**config.mk**
```make
export PLATFORM = sky130hd
export DESIGN_NAME = fpme_ctrl
export DESIGN_NICKNAME = d
export VERILOG_FILES = /design/src/hdl/fpme_pkg.sv /design/src/hdl/fpme_ctrl.sv
export SDC_FILE = /design/constraint.sdc
export NUM_CORES = 1
export LEC_CHECK = 0
export ABC_AREA = 0
export CAP_MARGIN = 0
export CORE_AREA = 10 10 47 49
export CTS_CLUSTER_DIAMETER = 40
export DETAILED_ROUTE_END_ITERATION = 7
export DIE_AREA = 0 0 57 59
export DONT_BUFFER_PORTS = 1
export PLACE_DENSITY = 0.59
export SLEW_MARGIN = 25
export SYNTH_ARGS = -nofsm -noshare
export SYNTH_HDL_FRONTEND = slang
export SYNTH_SLANG_ARGS = --single-unit
```
**constraint.sdc**
```tcl
create_clock -name clk -period 1.29 [get_ports clk]
set_input_delay 0.0645 -clock clk [delete_from_list [all_inputs] [get_ports clk]]
set_output_delay 0.0645 -clock clk [all_outputs]
set_load 0.01 [all_outputs]
```
**src/hdl/fpme_pkg.sv**
```systemverilog
// fpme_pkg: shared command codes, widths and controller/datapath interface types
`default_nettype none

package fpme_pkg;

	// field widths
	localparam int CMD_W   = 3;
	localparam int IDX_W   = 4;
	localparam int WORD_W  = 32;
	localparam int FRAC_W  = 12;
	localparam int ACC_W   = WORD_W + FRAC_W;
	localparam int ROW_W   = 4 * WORD_W;
	localparam int S_DATA_W = 104;

	// fixed-point one in 20.12
	localparam logic [WORD_W-1:0] MTX_ONE = 32'd4096;

	// command codes
	localparam logic [CMD_W-1:0] CMD_IDENT = 3'd0;
	localparam logic [CMD_W-1:0] CMD_SCALE = 3'd1;
	localparam logic [CMD_W-1:0] CMD_TRANS = 3'd2;
	localparam logic [CMD_W-1:0] CMD_LOAD  = 3'd3;
	localparam logic [CMD_W-1:0] CMD_MUL   = 3'd4;
	localparam logic [CMD_W-1:0] CMD_READ  = 3'd5;

	// controller to datapath commands
	typedef struct packed {
		logic             accept;
		logic             ident_clr;
		logic             load_wr;
		logic             issue;
		logic [IDX_W-1:0] issue_idx;
		logic             out_load;
	} ctrl_cmd_t;

	// datapath to controller status
	typedef struct packed {
		logic pipe_busy;
	} dp_status_t;

endpackage

`default_nettype wire

```
**src/hdl/fpme_ctrl.sv**
```systemverilog
// fpme_ctrl: command sequencer and output handshake for the matrix engine
`default_nettype none

module fpme_ctrl (
	input  wire logic                      clk,
	input  wire logic                      arst_n,
	input  wire logic                      s_tvalid,
	output logic                           s_tready,
	input  wire logic [fpme_pkg::CMD_W-1:0] command,
	output logic                           m_tvalid,
	input  wire logic                      m_tready,
	output fpme_pkg::ctrl_cmd_t            ctl,
	input  wire fpme_pkg::dp_status_t      sts
);
	import fpme_pkg::*;

	localparam logic [2:0] S_IDLE  = 3'd0;
	localparam logic [2:0] S_CLR   = 3'd1;
	localparam logic [2:0] S_WR    = 3'd2;
	localparam logic [2:0] S_RD    = 3'd3;
	localparam logic [2:0] S_MUL   = 3'd4;
	localparam logic [2:0] S_DRAIN = 3'd5;
	localparam logic [2:0] S_FIN   = 3'd6;

	logic [2:0]       state_q, state_d;
	logic [IDX_W-1:0] cnt_q;
	logic             out_vld_q;
	logic             accept;
	logic             out_load;

	assign s_tready = (state_q == S_IDLE);
	assign accept   = s_tvalid && s_tready;
	assign out_load = (state_q == S_FIN) && (!out_vld_q || m_tready);
	assign m_tvalid = out_vld_q;

	// commands to the datapath
	always_comb begin
		ctl.accept    = accept;
		ctl.ident_clr = (state_q == S_CLR);
		ctl.load_wr   = (state_q == S_WR);
		ctl.issue     = (state_q == S_MUL);
		ctl.issue_idx = cnt_q;
		ctl.out_load  = out_load;
	end

	// next state
	always_comb begin
		state_d = state_q;
		unique case (state_q)
			S_IDLE: begin
				if (accept) begin
					unique case (command)
						CMD_IDENT: state_d = S_CLR;
						CMD_LOAD:  state_d = S_WR;
						CMD_READ:  state_d = S_RD;
						CMD_SCALE, CMD_TRANS, CMD_MUL: state_d = S_MUL;
						default:   state_d = S_FIN;
					endcase
				end
			end
			S_CLR, S_WR, S_RD: state_d = S_FIN;
			S_MUL: begin
				if (cnt_q == '1) state_d = S_DRAIN;
			end
			S_DRAIN: begin
				if (!sts.pipe_busy) state_d = S_FIN;
			end
			S_FIN: begin
				if (out_load) state_d = S_IDLE;
			end
			default: state_d = S_IDLE;
		endcase
	end

	// state, element counter and output valid
	always_ff @(posedge clk or negedge arst_n) begin
		if (!arst_n) begin
			state_q   <= S_IDLE;
			cnt_q     <= '0;
			out_vld_q <= 1'b0;
		end else begin
			state_q <= state_d;
			if (state_q == S_MUL) cnt_q <= cnt_q + 1'b1;
			if (out_load) out_vld_q <= 1'b1;
			else if (m_tready) out_vld_q <= 1'b0;
		end
	end

endmodule

`default_nettype wire

```
==> impl_results.md <==
* WP data arrival at 1.54 ns
* Hold WC Path Type: in2reg
* CTS tree: done
* Post-Synthesis Cells at 51
* Mapped cell area at 538 sq um
* Worst-case reg-to-reg path depth at 5
* RR Startpoint: cnt_q[0]
* Synth Area in Simple Gates at approximately 29%
* Vias in the first global route at 520
* CTS Root Cell: clkbuf_4
* Failing checks: negative setup slack
* Total global routing overflow at 0
* Post-layout instance area at roughly 780 sq um
* Die footprint at 3360 sq um
* Mean Syn Cell Area at 10.5 sq um
* DR vias at 462
* Register area at just over 200 sq um
* Max Transition Viols Final at 0
* Synth async-reset ratio at 100%
* WL final at roughly 1300 um
* Worst Setup Start Kind: register
* Layout Skew at about 0.0022 ns
* Synth Area in Compound Gates at about 15%
* MaxCap Viol Count at 0
* Antenna violations before repair at 0
* Worst slew margin at between 70% and 80%
* Clock-pin slew on the worst setup and hold paths at approximately 0.050 ns
* Largest net degree at the start of global routing at 9
* Total global-route track usage at under 10%
* CP endpoint kind: register
* Worst path cell trace: ha_1, and3_1, and2b_1, a311oi_2, o2bb2ai_1
* Cell area after placement at 626 sq um
* Xor-xnor portion of the synthesized cell area at between 6 and 7%
* First-pass GRT wire length at approximately 2200 um
* Die X at approximately 57 um
* Fin crit period at around 1.4 ns
* # diodes at 0
* RR Endpoint: state_q[1]
* Final worst setup slack at -0.0805 ns
* Critical Path RT at approximately 1.5 ns
* Multi-input gate area at ~340 sq um
* First DRT Iteration DRCs at 7
* Hold EP: m_tvalid
* CTS max path bufs at 2
* Core Util, Final at about 55%
* Cells on Worst Hold Path at 2
* Fillers at about 140
* Sequential area share after synthesis at between 30% and 40%
* Mux cell area share after synthesis at around 2.1%
* DRT antenna net count at 0
* Via density at 5.37
* Lkg Pwr at between 0.3 and 0.4 nW
* Top FF cell, synth: dfrtp_1
* Run status: finished, violations left
* Final nets at a little over 80
* RSZ-0062 raised after global routing: yes
* H-tree levels at 1
* # DRC at 0
* DP Wirelength at ~1000 um
* Layout cells sized above 1 at 50.0%
* Routed wire per std cell at 15.5 um
* Synth Register Bits at 8
* Max VDD drop at around 0.75 mV
* P&R area growth vs syn at 44.2%
* Final Hold Vio Count at 0
* Hold Slack at 0.0297 ns
* Worst-path cell with the longest stage delay: dfrtp_1
* Fin crit share at 106%
* Slack of the worst reg-to-reg path at -0.08 ns
* Post-synth EDFFs at 0
* Sink Count at 8
* Initial Utilization at between 30% and 40%
* Adder-cell share of the synthesized area at 2.33%
* Largest family of logic cells by synthesized area: simple AND/OR/NAND/NOR gates
* Crit Path Category: reg2reg
* Power density over the cells at roughly 2100 nW/um^2
* I/O pin count at 19
* Setup violators final at 4
* I/O Buffers at 0
* DRT Pass-1 Iters at 4
* Setup tns final at -0.198 ns
* FMAX at about 730 MHz
* Max incr delay on CP at ~0.36 ns
* Die span in y at 59 um
* Post-synthesis cell type count at 32
* CTS buffer count at 3
* Core area at about 1400 sq um
* Syn. warnings at 0
* Skew-Pair Late Insertion Delay at between 0.2 and 0.3 ns
* HP Start: m_tready
* Slew @ Worst Pin at 0.364 ns
* GP Congestion at between 0.8 and 0.9
* Mapped Nets at 60
* Crit-path max FO at 2
* Row count at 14
## routing by layer
| layer | track usage, % | routed length [um] | up-vias |
|---|---|---|---|
| met5 | 0 | 0 | - |
| met4 | 5.03 | 17 | 0 |
| met3 | 2.58 | 127 | 2 |
| met2 | 14.1 | 679 | 16 |
| met1 | 7.79 | 505 | 224 |
| li1 | - | - | 220 |
## worst max path at each step
| stage | startpoint | endpoint | slack, ns | cells past startpoint |
|---|---|---|---|---|
| floorplan | cnt_q[0] | state_q[1] | -0.07 | 5 |
| global placement | state_q[1] | state_q[1] | -0.03 | 4 |
| detailed placement | cnt_q[0] | state_q[1] | -0.07 | 5 |
| CTS | cnt_q[0] | state_q[1] | -0.09 | 5 |
| global route | cnt_q[0] | state_q[1] | -0.15 | 5 |
| finish | cnt_q[0] | state_q[1] | -0.08 | 5 |
## power breakdown
group          internal [mW]  switching (mW)  leakage [nW]
Sequential             0.363           0.104        0.0937
Combinational          0.559           0.417         0.220
Clock                  0.106          0.0774        0.0138
Total                   1.03           0.598         0.328
## repair_timing
action / CTS / global route
hold endpoints to repair: 10 / 0
cloned: 0 / 0
setup buffers: 2 / 2
hold buffers: 3 / 0
pin swaps: 1 / 3
setup endpoints to repair: 9 / 10
resized for setup: 10 / 8
## cell usage in the layout, fill, tap and decap left out, types with 2 or more instances in the layout
master / count
nor3b_4: 2
buf_6: 6
nand2_1: 2
dfrtp_1: 6
xor2_1: 2
a21oi_1: 4
clkbuf_4: 3
buf_4: 11
dfrtp_2: 2
o21ai_0: 2
xnor2_1: 2
dlygate4sd3_1: 3
nand3b_1: 2
## critical path: cells and delay by family (launching register included)
| kind | cells | cell delay, ns |
|---|---|---|
| flip-flops | 1 | 0.36 |
| AO/OA/AOI/OAI | 2 | 0.40 |
| AND/OR/NAND/NOR | 2 | 0.36 |
| adder cells (fa/ha/maj) | 1 | 0.17 |
## per-stage QoR
| step | std cells | worst slack (ns) | total power [mW] |
|---|---|---|---|
| 2_1_floorplan | 51 | -0.0704 | 1.01 |
| 3_3_place_gp | 77 | -0.0320 | 1.27 |
| 3_5_place_dp | 77 | -0.0737 | 1.29 |
| 4_1_cts | 85 | -0.0931 | 1.60 |
| 5_1_grt | 86 | -0.145 | 1.76 |
| 6_report | 86 | -0.0805 | 1.63 |
## state kept, by name, indices dropped and copies added (netlist names)
| name | flops |
|---|---|
| state_q | 3 |
| m_tvalid | 1 |
| cnt_q | 4 |
## cells in the mapped netlist (2+ instances only)
cell	count	area [sq um]
o21ai_0	2	10.0
nor2b_1	2	12.5
xnor2_1	2	17.5
nand3b_1	2	15.0
dfrtp_1	8	200
xor2_1	2	17.5
buf_4	3	22.5
buf_6	2	22.5
a21oi_1	4	20.0
nand2_1	2	7.51
## logic make-up after synthesis
family,count (synthesis)
AND/OR/NAND/NOR,21
AO/OA/AOI/OAI,11
flip-flops,8
buffers and inverters,5
XOR/XNOR,4
multiplexers,1
adder cells (fa/ha/maj),1
## layout make-up
type | instances | share of cell area (%)
clock buffers | 3 | 2.90
multi-input cells | 38 | 43.2
flip-flops and latches | 8 | 26.1
well taps | 16 | 2.58
repair buffers | 21 | 25.2
Note: power is estimated with default switching activity, not from simulation.
